===== src/design/cla_pkg.sv =====
// ----------------------------------------------------------------------------
// cla_pkg
// Shared types, register map and reset values of the charge LED animator.
// ----------------------------------------------------------------------------
`timescale 1ns / 1ps
`default_nettype none

package cla_pkg;

  localparam int unsigned ADDR_W = 5;
  localparam int unsigned DATA_W = 32;
  localparam int unsigned LVL_W  = 8;

  // reset values of the configuration registers
  localparam logic [LVL_W-1:0] RST_EVAL_PERIOD      = 8'd10;
  localparam logic [LVL_W-1:0] RST_FADE_STEP        = 8'd8;
  localparam logic [LVL_W-1:0] RST_FADE_STEPS       = 8'd16;
  localparam logic [LVL_W-1:0] RST_BLINK_COUNT      = 8'd50;
  localparam logic [LVL_W-1:0] RST_FADE_START_LEVEL = 8'd0;
  localparam logic [LVL_W-1:0] RST_DONE_LEVEL       = 8'd255;
  localparam logic [LVL_W-1:0] RST_BLINK_LEVEL      = 8'd255;

  typedef enum logic [2:0] {
    REG_EVAL_PERIOD      = 3'd0,
    REG_FADE_STEP        = 3'd1,
    REG_FADE_STEPS       = 3'd2,
    REG_BLINK_COUNT      = 3'd3,
    REG_FADE_START_LEVEL = 3'd4,
    REG_DONE_LEVEL       = 3'd5,
    REG_BLINK_LEVEL      = 3'd6
  } reg_idx_t;

  typedef enum logic [1:0] {
    STATUS_OFF      = 2'd0,
    STATUS_CHARGING = 2'd1,
    STATUS_DONE     = 2'd2,
    STATUS_FAULT    = 2'd3
  } status_t;

  typedef enum logic [5:0] {
    MODE_OFF       = 6'b000001,
    MODE_DONE      = 6'b000010,
    MODE_FADE_UP   = 6'b000100,
    MODE_FADE_DOWN = 6'b001000,
    MODE_BLINK_ON  = 6'b010000,
    MODE_BLINK_OFF = 6'b100000
  } mode_t;

  typedef enum logic {
    ACT_TICK      = 1'b0,
    ACT_BL_ENABLE = 1'b1
  } action_t;

  typedef struct packed {
    logic [LVL_W-1:0] eval_period;
    logic [LVL_W-1:0] fade_step;
    logic [LVL_W-1:0] fade_steps;
    logic [LVL_W-1:0] blink_count;
    logic [LVL_W-1:0] fade_start_level;
    logic [LVL_W-1:0] done_level;
    logic [LVL_W-1:0] blink_level;
  } cfg_t;

  typedef struct packed {
    logic             action;
    logic [1:0]       charge_status;
    logic [LVL_W-1:0] backlight_request;
    logic             backlight_enable;
  } item_t;

  typedef struct packed {
    logic [LVL_W-1:0] charge_level;
    logic             charge_on;
    logic [LVL_W-1:0] backlight_level;
    logic             backlight_on;
  } res_t;

endpackage

`default_nettype wire


===== src/design/cla_if.sv =====
// ----------------------------------------------------------------------------
// cla_if
// Valid/ready channels for input items and result items.
// ----------------------------------------------------------------------------
`timescale 1ns / 1ps
`default_nettype none

interface cla_in_if;
  logic       valid;
  logic       ready;
  logic       action;
  logic [1:0] charge_status;
  logic [7:0] backlight_request;
  logic       backlight_enable;

  modport source (output valid, action, charge_status, backlight_request,
                  backlight_enable, input ready);
  modport sink   (input valid, action, charge_status, backlight_request,
                  backlight_enable, output ready);
endinterface

interface cla_out_if;
  logic       valid;
  logic       ready;
  logic [7:0] charge_level;
  logic       charge_on;
  logic [7:0] backlight_level;
  logic       backlight_on;

  modport source (output valid, charge_level, charge_on, backlight_level,
                  backlight_on, input ready);
  modport sink   (input valid, charge_level, charge_on, backlight_level,
                  backlight_on, output ready);
endinterface

`default_nettype wire


===== src/design/charge_led_animator_top.sv =====
// ----------------------------------------------------------------------------
// charge_led_animator_top
// Charge and backlight LED level generator with APB configuration.
// ----------------------------------------------------------------------------
// Takes one input transaction every clock cycle while the skid register is
// empty. Each transaction (a 1 ms tick or a backlight enable change) updates
// the prescaler and animation state and produces one result transaction in
// the output register, or in a one-entry skid register while the output is
// stalled, so the input keeps flowing while one result waits. The state update
// is the only work per item; throughput is one per cycle with the skid empty.
// Registers sit at byte address 4*index and should be written while idle.
`timescale 1ns / 1ps
`default_nettype none

module charge_led_animator_top (
  input  wire logic                       clk,
  input  wire logic                       rst_n,
  cla_in_if.sink                          in_ch,
  cla_out_if.source                       out_ch,
  input  wire logic                       psel,
  input  wire logic                       penable,
  input  wire logic                       pwrite,
  input  wire logic [cla_pkg::ADDR_W-1:0] paddr,
  input  wire logic [cla_pkg::DATA_W-1:0] pwdata,
  output logic      [cla_pkg::DATA_W-1:0] prdata,
  output logic                            pready
);
  import cla_pkg::*;

  cfg_t  cfg;
  item_t item;
  res_t  res;
  res_t  out_r;
  res_t  skid_r;
  logic  out_valid_r;
  logic  skid_valid_r;
  logic  push;
  logic  pop;

  cla_regs u_regs (
    .clk     (clk),
    .rst_n   (rst_n),
    .psel    (psel),
    .penable (penable),
    .pwrite  (pwrite),
    .paddr   (paddr),
    .pwdata  (pwdata),
    .prdata  (prdata),
    .pready  (pready),
    .cfg     (cfg)
  );

  assign item.action            = in_ch.action;
  assign item.charge_status     = in_ch.charge_status;
  assign item.backlight_request = in_ch.backlight_request;
  assign item.backlight_enable  = in_ch.backlight_enable;

  assign in_ch.ready = !skid_valid_r;
  assign push        = in_ch.valid && !skid_valid_r;
  assign pop         = out_valid_r && out_ch.ready;

  cla_core u_core (
    .clk    (clk),
    .rst_n  (rst_n),
    .accept (push),
    .item   (item),
    .cfg    (cfg),
    .res    (res)
  );

  always_ff @(posedge clk) begin
    if (!rst_n) begin
      out_valid_r  <= 1'b0;
      skid_valid_r <= 1'b0;
    end else if (!out_valid_r || pop) begin
      if (skid_valid_r) begin
        out_valid_r  <= 1'b1;
        skid_valid_r <= 1'b0;
      end else begin
        out_valid_r  <= push;
      end
    end else if (push) begin
      skid_valid_r <= 1'b1;
    end
  end

  always_ff @(posedge clk) begin
    if (!out_valid_r || pop) begin
      if (skid_valid_r) begin
        out_r <= skid_r;
      end else if (push) begin
        out_r <= res;
      end
    end else if (push) begin
      skid_r <= res;
    end
  end

  assign out_ch.valid           = out_valid_r;
  assign out_ch.charge_level    = out_r.charge_level;
  assign out_ch.charge_on       = out_r.charge_on;
  assign out_ch.backlight_level = out_r.backlight_level;
  assign out_ch.backlight_on    = out_r.backlight_on;

  // skid entry only ever holds a result behind a full output register
  a_skid_order: assert property (@(posedge clk) disable iff (!rst_n)
    skid_valid_r |-> out_valid_r)
    else $error("skid register filled while output empty");

  // a transaction against a stalled output lands in the skid register
  a_skid_fill: assert property (@(posedge clk) disable iff (!rst_n)
    (push && out_valid_r && !out_ch.ready) |=> skid_valid_r)
    else $error("result lost on stalled output");

  // a transaction into an empty or draining buffer shows up next cycle
  a_out_fill: assert property (@(posedge clk) disable iff (!rst_n)
    (push && (!out_valid_r || out_ch.ready)) |=> out_valid_r)
    else $error("result not presented");

endmodule

`default_nettype wire


===== src/design/cla_regs.sv =====
// ----------------------------------------------------------------------------
// cla_regs
// APB configuration register file of the charge LED animator.
// ----------------------------------------------------------------------------
`timescale 1ns / 1ps
`default_nettype none

module cla_regs (
  input  wire logic                      clk,
  input  wire logic                      rst_n,
  input  wire logic                      psel,
  input  wire logic                      penable,
  input  wire logic                      pwrite,
  input  wire logic [cla_pkg::ADDR_W-1:0] paddr,
  input  wire logic [cla_pkg::DATA_W-1:0] pwdata,
  output logic      [cla_pkg::DATA_W-1:0] prdata,
  output logic                           pready,
  output cla_pkg::cfg_t                  cfg
);
  import cla_pkg::*;

  cfg_t     cfg_r;
  cfg_t     cfg_nxt;
  reg_idx_t idx;
  logic     wr_en;
  logic [LVL_W-1:0] wr_val;
  logic [LVL_W-1:0] rd_val;

  assign idx    = reg_idx_t'(paddr[4:2]);
  assign wr_en  = psel && penable && pwrite;
  assign wr_val = pwdata[LVL_W-1:0];
  assign pready = 1'b1;

  always_comb begin
    cfg_nxt = cfg_r;
    if (wr_en) begin
      unique case (idx)
        REG_EVAL_PERIOD:      cfg_nxt.eval_period      = wr_val;
        REG_FADE_STEP:        cfg_nxt.fade_step        = wr_val;
        REG_FADE_STEPS:       cfg_nxt.fade_steps       = wr_val;
        REG_BLINK_COUNT:      cfg_nxt.blink_count      = wr_val;
        REG_FADE_START_LEVEL: cfg_nxt.fade_start_level = wr_val;
        REG_DONE_LEVEL:       cfg_nxt.done_level       = wr_val;
        REG_BLINK_LEVEL:      cfg_nxt.blink_level      = wr_val;
        default:              cfg_nxt = cfg_r;
      endcase
    end
  end

  always_comb begin
    unique case (idx)
      REG_EVAL_PERIOD:      rd_val = cfg_r.eval_period;
      REG_FADE_STEP:        rd_val = cfg_r.fade_step;
      REG_FADE_STEPS:       rd_val = cfg_r.fade_steps;
      REG_BLINK_COUNT:      rd_val = cfg_r.blink_count;
      REG_FADE_START_LEVEL: rd_val = cfg_r.fade_start_level;
      REG_DONE_LEVEL:       rd_val = cfg_r.done_level;
      REG_BLINK_LEVEL:      rd_val = cfg_r.blink_level;
      default:              rd_val = '0;
    endcase
  end

  assign prdata = {{(DATA_W-LVL_W){1'b0}}, rd_val};
  assign cfg    = cfg_r;

  always_ff @(posedge clk) begin
    if (!rst_n) begin
      cfg_r.eval_period      <= RST_EVAL_PERIOD;
      cfg_r.fade_step        <= RST_FADE_STEP;
      cfg_r.fade_steps       <= RST_FADE_STEPS;
      cfg_r.blink_count      <= RST_BLINK_COUNT;
      cfg_r.fade_start_level <= RST_FADE_START_LEVEL;
      cfg_r.done_level       <= RST_DONE_LEVEL;
      cfg_r.blink_level      <= RST_BLINK_LEVEL;
    end else begin
      cfg_r <= cfg_nxt;
    end
  end

endmodule

`default_nettype wire


===== src/design/cla_core.sv =====
// ----------------------------------------------------------------------------
// cla_core
// Prescaler, charge status, LED animation state; one accepted item a cycle.
// ----------------------------------------------------------------------------
`timescale 1ns / 1ps
`default_nettype none

module cla_core (
  input  wire logic           clk,
  input  wire logic           rst_n,
  input  wire logic           accept,
  input  wire cla_pkg::item_t item,
  input  wire cla_pkg::cfg_t  cfg,
  output cla_pkg::res_t       res
);
  import cla_pkg::*;

  logic [LVL_W-1:0] pres_r,   pres_nxt;
  mode_t            mode_r,   mode_nxt;
  logic [LVL_W-1:0] anim_r,   anim_nxt;
  logic [LVL_W-1:0] fade_r,   fade_nxt;
  logic [1:0]       last_r,   last_nxt;
  logic [LVL_W-1:0] chg_r,    chg_nxt;
  logic [LVL_W-1:0] bl_r,     bl_nxt;
  logic             bl_en_r,  bl_en_nxt;

  always_comb begin
    logic [LVL_W-1:0] pres_dec;
    logic [LVL_W-1:0] cnt_dec;
    mode_t            mode_e;
    logic [LVL_W-1:0] anim_e;
    logic [LVL_W-1:0] fade_e;
    logic [LVL_W-1:0] chg_e;

    pres_nxt  = pres_r;
    mode_nxt  = mode_r;
    anim_nxt  = anim_r;
    fade_nxt  = fade_r;
    last_nxt  = last_r;
    chg_nxt   = chg_r;
    bl_nxt    = bl_r;
    bl_en_nxt = bl_en_r;
    pres_dec  = pres_r - 1'b1;
    mode_e    = mode_r;
    anim_e    = anim_r;
    fade_e    = fade_r;
    chg_e     = chg_r;
    cnt_dec   = '0;

    if (action_t'(item.action) == ACT_BL_ENABLE) begin
      bl_en_nxt = item.backlight_enable;
      bl_nxt    = item.backlight_enable ? item.backlight_request : '0;
    end else if (pres_dec != '0) begin
      pres_nxt = pres_dec;
    end else begin
      pres_nxt = cfg.eval_period;
      if (bl_en_r) begin
        bl_nxt = item.backlight_request;
      end

      // mode entry on a status change
      if (item.charge_status != last_r) begin
        last_nxt = item.charge_status;
        unique case (status_t'(item.charge_status))
          STATUS_OFF: begin
            mode_e = MODE_OFF;
            chg_e  = '0;
          end
          STATUS_CHARGING: begin
            mode_e = MODE_FADE_UP;
            anim_e = cfg.fade_steps;
            fade_e = cfg.fade_start_level;
            chg_e  = cfg.fade_start_level;
          end
          STATUS_DONE: begin
            mode_e = MODE_DONE;
            chg_e  = cfg.done_level;
          end
          STATUS_FAULT: begin
            mode_e = MODE_BLINK_ON;
            anim_e = cfg.blink_count;
            chg_e  = cfg.blink_level;
          end
          default: mode_e = mode_r;
        endcase
      end

      // animation step
      mode_nxt = mode_e;
      anim_nxt = anim_e;
      fade_nxt = fade_e;
      chg_nxt  = chg_e;
      cnt_dec  = anim_e - 1'b1;
      unique case (mode_e)
        MODE_FADE_UP, MODE_FADE_DOWN: begin
          fade_nxt = (mode_e == MODE_FADE_UP) ? fade_e + cfg.fade_step
                                              : fade_e - cfg.fade_step;
          chg_nxt  = fade_nxt;
          anim_nxt = cnt_dec;
          if (cnt_dec == '0) begin
            anim_nxt = cfg.fade_steps;
            mode_nxt = (mode_e == MODE_FADE_UP) ? MODE_FADE_DOWN : MODE_FADE_UP;
          end
        end
        MODE_BLINK_ON: begin
          anim_nxt = cnt_dec;
          if (cnt_dec == '0) begin
            mode_nxt = MODE_BLINK_OFF;
            anim_nxt = cfg.blink_count;
            chg_nxt  = '0;
          end
        end
        MODE_BLINK_OFF: begin
          anim_nxt = cnt_dec;
          if (cnt_dec == '0) begin
            mode_nxt = MODE_BLINK_ON;
            anim_nxt = cfg.blink_count;
            chg_nxt  = cfg.blink_level;
          end
        end
        default: mode_nxt = mode_e;
      endcase
    end
  end

  assign res.charge_level    = chg_nxt;
  assign res.charge_on       = |chg_nxt;
  assign res.backlight_level = bl_nxt;
  assign res.backlight_on    = |bl_nxt;

  always_ff @(posedge clk) begin
    if (!rst_n) begin
      pres_r  <= RST_EVAL_PERIOD;
      mode_r  <= MODE_OFF;
      anim_r  <= RST_BLINK_COUNT;
      fade_r  <= '0;
      last_r  <= STATUS_OFF;
      chg_r   <= '0;
      bl_r    <= '0;
      bl_en_r <= 1'b0;
    end else if (accept) begin
      pres_r  <= pres_nxt;
      mode_r  <= mode_nxt;
      anim_r  <= anim_nxt;
      fade_r  <= fade_nxt;
      last_r  <= last_nxt;
      chg_r   <= chg_nxt;
      bl_r    <= bl_nxt;
      bl_en_r <= bl_en_nxt;
    end
  end

  // prescaler reloads from the register on expiry
  a_pres_reload: assert property (@(posedge clk) disable iff (!rst_n)
    (accept && !item.action && pres_r == 8'd1) |=> (pres_r == $past(cfg.eval_period)))
    else $error("prescaler did not reload");

  // disabling the backlight blanks it
  a_bl_off: assert property (@(posedge clk) disable iff (!rst_n)
    (accept && item.action && !item.backlight_enable) |=> (bl_r == '0 && !bl_en_r))
    else $error("backlight not blanked on disable");

  // ticks before expiry leave the charge animation alone
  a_anim_hold: assert property (@(posedge clk) disable iff (!rst_n)
    (accept && !item.action && pres_r != 8'd1) |=> ($stable(mode_r) && $stable(chg_r)))
    else $error("animation moved without prescaler expiry");

endmodule

`default_nettype wire


===== src/flat_wrapper.sv =====
// flat-port wrapper written by rule: the top's interface ports become plain ports
module charge_led_animator_top_flat import cla_pkg::*;
  (clk, rst_n, psel, penable, pwrite, paddr, pwdata, prdata, pready, in_ch_valid, in_ch_action, in_ch_charge_status, in_ch_backlight_request, in_ch_backlight_enable, in_ch_ready, out_ch_valid, out_ch_charge_level, out_ch_charge_on, out_ch_backlight_level, out_ch_backlight_on, out_ch_ready);
  cla_in_if in_ch_i ();
  cla_out_if out_ch_i ();
  input  wire logic clk;
  input  wire logic rst_n;
  input  wire logic psel;
  input  wire logic penable;
  input  wire logic pwrite;
  input  wire logic [cla_pkg::ADDR_W-1:0] paddr;
  input  wire logic [cla_pkg::DATA_W-1:0] pwdata;
  output logic      [cla_pkg::DATA_W-1:0] prdata;
  output logic pready;
  input wire logic [$bits(in_ch_i.valid)-1:0] in_ch_valid;
  input wire logic [$bits(in_ch_i.action)-1:0] in_ch_action;
  input wire logic [$bits(in_ch_i.charge_status)-1:0] in_ch_charge_status;
  input wire logic [$bits(in_ch_i.backlight_request)-1:0] in_ch_backlight_request;
  input wire logic [$bits(in_ch_i.backlight_enable)-1:0] in_ch_backlight_enable;
  output wire logic [$bits(in_ch_i.ready)-1:0] in_ch_ready;
  output wire logic [$bits(out_ch_i.valid)-1:0] out_ch_valid;
  output wire logic [$bits(out_ch_i.charge_level)-1:0] out_ch_charge_level;
  output wire logic [$bits(out_ch_i.charge_on)-1:0] out_ch_charge_on;
  output wire logic [$bits(out_ch_i.backlight_level)-1:0] out_ch_backlight_level;
  output wire logic [$bits(out_ch_i.backlight_on)-1:0] out_ch_backlight_on;
  input wire logic [$bits(out_ch_i.ready)-1:0] out_ch_ready;
  assign in_ch_i.valid = in_ch_valid;
  assign in_ch_i.action = in_ch_action;
  assign in_ch_i.charge_status = in_ch_charge_status;
  assign in_ch_i.backlight_request = in_ch_backlight_request;
  assign in_ch_i.backlight_enable = in_ch_backlight_enable;
  assign in_ch_ready = in_ch_i.ready;
  assign out_ch_valid = out_ch_i.valid;
  assign out_ch_charge_level = out_ch_i.charge_level;
  assign out_ch_charge_on = out_ch_i.charge_on;
  assign out_ch_backlight_level = out_ch_i.backlight_level;
  assign out_ch_backlight_on = out_ch_i.backlight_on;
  assign out_ch_i.ready = out_ch_ready;
  charge_led_animator_top u_core (.clk(clk), .rst_n(rst_n), .in_ch(in_ch_i), .out_ch(out_ch_i), .psel(psel), .penable(penable), .pwrite(pwrite), .paddr(paddr), .pwdata(pwdata), .prdata(prdata), .pready(pready));
endmodule

===== config.mk =====
export PLATFORM = sky130hd
export DESIGN_NAME = charge_led_animator_top_flat
export DESIGN_NICKNAME = d
export VERILOG_FILES = /design/src/design/cla_pkg.sv /design/src/design/cla_if.sv /design/src/design/charge_led_animator_top.sv /design/src/design/cla_regs.sv /design/src/design/cla_core.sv /design/src/flat_wrapper.sv
export SDC_FILE = /design/constraint.sdc
export NUM_CORES = 1
export LEC_CHECK = 0
export ABC_AREA = 1
export ABC_CLOCK_PERIOD_IN_PS = 9500
export BUFFER_PORTS_ARGS = -buffer_cell sky130_fd_sc_hd__buf_2
export CORE_UTILIZATION = 45
export DETAILED_ROUTE_END_ITERATION = 7
export GPL_ROUTABILITY_DRIVEN = 0
export GPL_TIMING_DRIVEN = 0
export MAX_ROUTING_LAYER = met4
export PLACE_DENSITY_LB_ADDON = 0.05
export SYNTH_ARGS = -nofsm -noshare
export SYNTH_HDL_FRONTEND = slang
export SYNTH_SLANG_ARGS = --single-unit

===== constraint.sdc =====
create_clock -name clk -period 9.5 [get_ports clk]
set_input_delay 0.475 -clock clk [delete_from_list [all_inputs] [get_ports clk]]
set_output_delay 0.475 -clock clk [all_outputs]
set_load 0.01 [all_outputs]

==> impl_results.md <==
* Maximum VDD drop at about 0.13 mV
* Synth warn at 0
* Status: completed
* Post-route DRC at 0
* Routed len/inst at between 15 and 20 um
* CTS Hold Bufs at 0
* Initial antenna violation count at 0
* Crit-path max FO at 10
* Routed wire length at 25,800 um
* Clock buffer depth at 2
* # IOs at roughly 110
* Final Skew at 0.0158 ns
* Root buffer cell: clkbuf_16
* Port Buffers at 56
* Crit path largest cell delay at around 0.43 ns
* Non-Filler Instances at 1,499
* Vias in the first global route at between 7,000 and 8,000
* FP Rows at slightly below 50
* Chip width at roughly 140 um
* Clock share of power at 43.1%
* Post-synthesis async set-or-reset flop share at 0%
* Number of distinct library cells after synthesis at 47
* Final setup TNS at 0 ns
* Crit end category: register
* Max Slew Vio Count at 0
* Post-synth EDFFs at 36
* Final nets at about 1,300
* Total grt overflow at 0
* Initial DRT Pass Iterations at 7
* # diodes at 0
* Synthesized cell area at ~0.0083 sq mm
* Syn avg cell area at slightly above 7 sq um
* Internal at about 1100 uW
* Minimum clock period at roughly 4.0 ns
* Final ANT Viol Nets at 0
* Clk_lat worst skew at roughly 0.44 ns
* Final HPWL DP at a little under 20,000 um
* FMAX at about 250 MHz
* TritonCTS Buffers at 17
* Slowest CP cell: o21ai_0
* Largest net degree at the start of global routing at 19
* Starting Density at between 40 and 50%
* Post-Synthesis Cells at about 1,200
* Setup bufs post-CTS at 0
* Final Hold Fails at 0
* Sequential element share of the synthesized area at approximately two fifths
* Max-slew headroom at about two fifths
* Sw Share at between 20 and 30%
* CP arrival at 4.22 ns
* Share of layout cells above drive strength 1 at 14.6%
* Worst-path clk slew at approximately 0.070 ns
* Sw Pwr at approximately 440 uW
* 1st-iter DRT viols at between 600 and 700
* PostCTS Resize Cnt at 0
* Placed insts at roughly 1,500
* Max cap viols at 0
* CP Class: register to register
* Vias per inst at between 5 and 6
* Final Setup Violations at 0
* GRT Total Usage at 29.2%
* CTS tree: done
* Most used DFF post-synth: dfxtp_1
* Most used cell, CP: nand2_1
* H-tree depth at 4
* First-pass GRT wire length at approximately 40,000 um
* Area delta synth->final at 14.8%
* Via count at between 8,000 and 9,000
* Combinational Power Share at 13.0%
* Cell Pwr Density at roughly 160 mW/mm^2
* Worst Max-Slew Pin Slew at a little over 0.9 ns
* CORE AREA at ~0.018 sq mm
* Die H at 137 um
* Fill cell count at between 1,500 and 2,000
* Clock sinks at roughly 140
* Req. time, crit path at 9.69 ns
* Unrepaired setup endpoints after global routing: no
* Crit start category: register
* Synth Register Bits at 143
* Die Area at roughly 0.019 sq mm
* Leakage at 0.00446 uW
* Sequential power share at a little over two fifths
* Hold Path Class: input port to register
* Final period utilization at between 40% and 50%
[cells in the mapped netlist, types with 15 or more instances]
library cell	number	area [sq um]
edfxtp_1	36	1080
o22ai_1	15	93.8
inv_1	166	623
nor2_1	95	357
clkbuf_1	24	90.1
nand2_2	23	144
dfxtp_1	107	2140
buf_4	29	218
nand3_1	51	255
nand2_1	212	796
a21oi_1	105	526
o21ai_0	141	706
o211ai_1	16	120
[cell usage in the layout, fill, tap and decap left out, types with 9 or more instances in the layout]
cell,instances
edfxtp_1,36
ha_1,12
o22ai_1,15
clkbuf_1,24
a31oi_1,10
nor2_2,9
buf_2,61
dfxtp_1,107
clkbuf_16,17
nor2_1,93
nand3_1,51
conb_1,25
o21ai_0,141
nand2_2,23
nor3_1,12
inv_1,166
buf_4,29
a21oi_1,105
nand2_1,212
o21ai_1,10
o211ai_1,16
[per-layer routing]
layer | up-vias | wire [um] | GRT usage (%)
met4 | 0 | 694 | 9.28
met3 | 42 | 2330 | 7.03
met1 | 3659 | 12000 | 40.0
met2 | 325 | 10800 | 42.1
met5 | - | 0 | -
li1 | 3995 | - | -
[cells by family after synthesis]
group                      count (synthesis)  share of synthesized area, %
AOI/OAI and AO/OA                        328                          22.2
xor gates and xnor gates                  11                          1.17
adders and majority gates                 13                          2.06
buffers and inverters                    240                          12.8
DFF                                      143                          39.1
muxes                                      2                         0.243
other                                      2                        0.0910
and+or+nand+nor                          419                          22.4
[worst paths after layout]
path                                start                       to  slack (ns)  cells after the start
hold / removal     in_ch_backlight_enable    u_core.u_core.bl_en_r        0.35                      3
setup / recovery  u_core.u_core.last_r[0]  u_core.out_ch.charge_on        5.47                     32
setup reg to reg  u_core.u_core.last_r[0]  u_core.out_ch.charge_on        5.47                     32
hold reg to reg     u_core.u_core.bl_en_r    u_core.u_core.bl_en_r        0.47                      2
[final cells by class]
class | instances | area [sq um] | share of cell area, %
plain buffers | 67 | 409 | 4.32
flip-flops and latches | 143 | 3220 | 34.0
multi-input cells | 798 | 4060 | 42.9
clock inverters | 15 | 123 | 1.29
clock buffers | 17 | 425 | 4.49
repair buffers | 57 | 295 | 3.12
inverters | 173 | 649 | 6.86
well taps | 229 | 287 | 3.02
[critical path: cells and delay by family, from the launching register on]
kind | cells | cell delay (ns)
simple gates | 26 | 2.25
compound gates | 3 | 0.64
flops | 1 | 0.35
fa+ha+maj | 1 | 0.32
buf+inv | 2 | 0.22
[state kept, by name (all words and copies together) (netlist names), 2 cells and up]
| signal | count |
|---|---|
| u_core.u_core.last_r | 2 |
| u_core.u_core.anim_r | 8 |
| u_core.u_core.bl_r | 8 |
| u_core.u_core.pres_r | 8 |
| u_core.out_ch.charge_level | 8 |
| u_core.u_core.chg_r | 8 |
| u_core.u_core.fade_r | 8 |
| u_core.u_core.mode_r | 6 |
| u_core.out_ch.backlight_level | 8 |
| u_core.skid_r | 18 |
| u_core.u_regs.cfg | 56 |
[per-stage QoR]
step | area (sq um) | worst slack, ns | util (%) | total power (uW) | hold WS [ns]
after CTS | 9470 | 5.54 | 52.7 | 1490 | 0.345
after global routing | 9470 | 5.03 | 52.7 | 1540 | 0.348
after detailed placement | 8920 | 5.15 | 49.7 | 858 | 0.460
final | 9470 | 5.47 | 52.7 | 1490 | 0.353
after floorplan | 8340 | 5.98 | - | 796 | 0.439
after global placement | 8900 | 5.16 | 49.6 | 856 | 0.448
[power by group through the flow]
| stage | clock network (uW) | registers, uW | logic, uW |
|---|---|---|---|
| floorplan | 0 | 669 | 127 |
| global placement | 0 | 667 | 189 |
| detailed placement | 0 | 667 | 190 |
| CTS | 646 | 654 | 191 |
| global route | 668 | 656 | 217 |
| finish | 641 | 654 | 193 |
No activity file was read; power rests on OpenSTA's default activity.
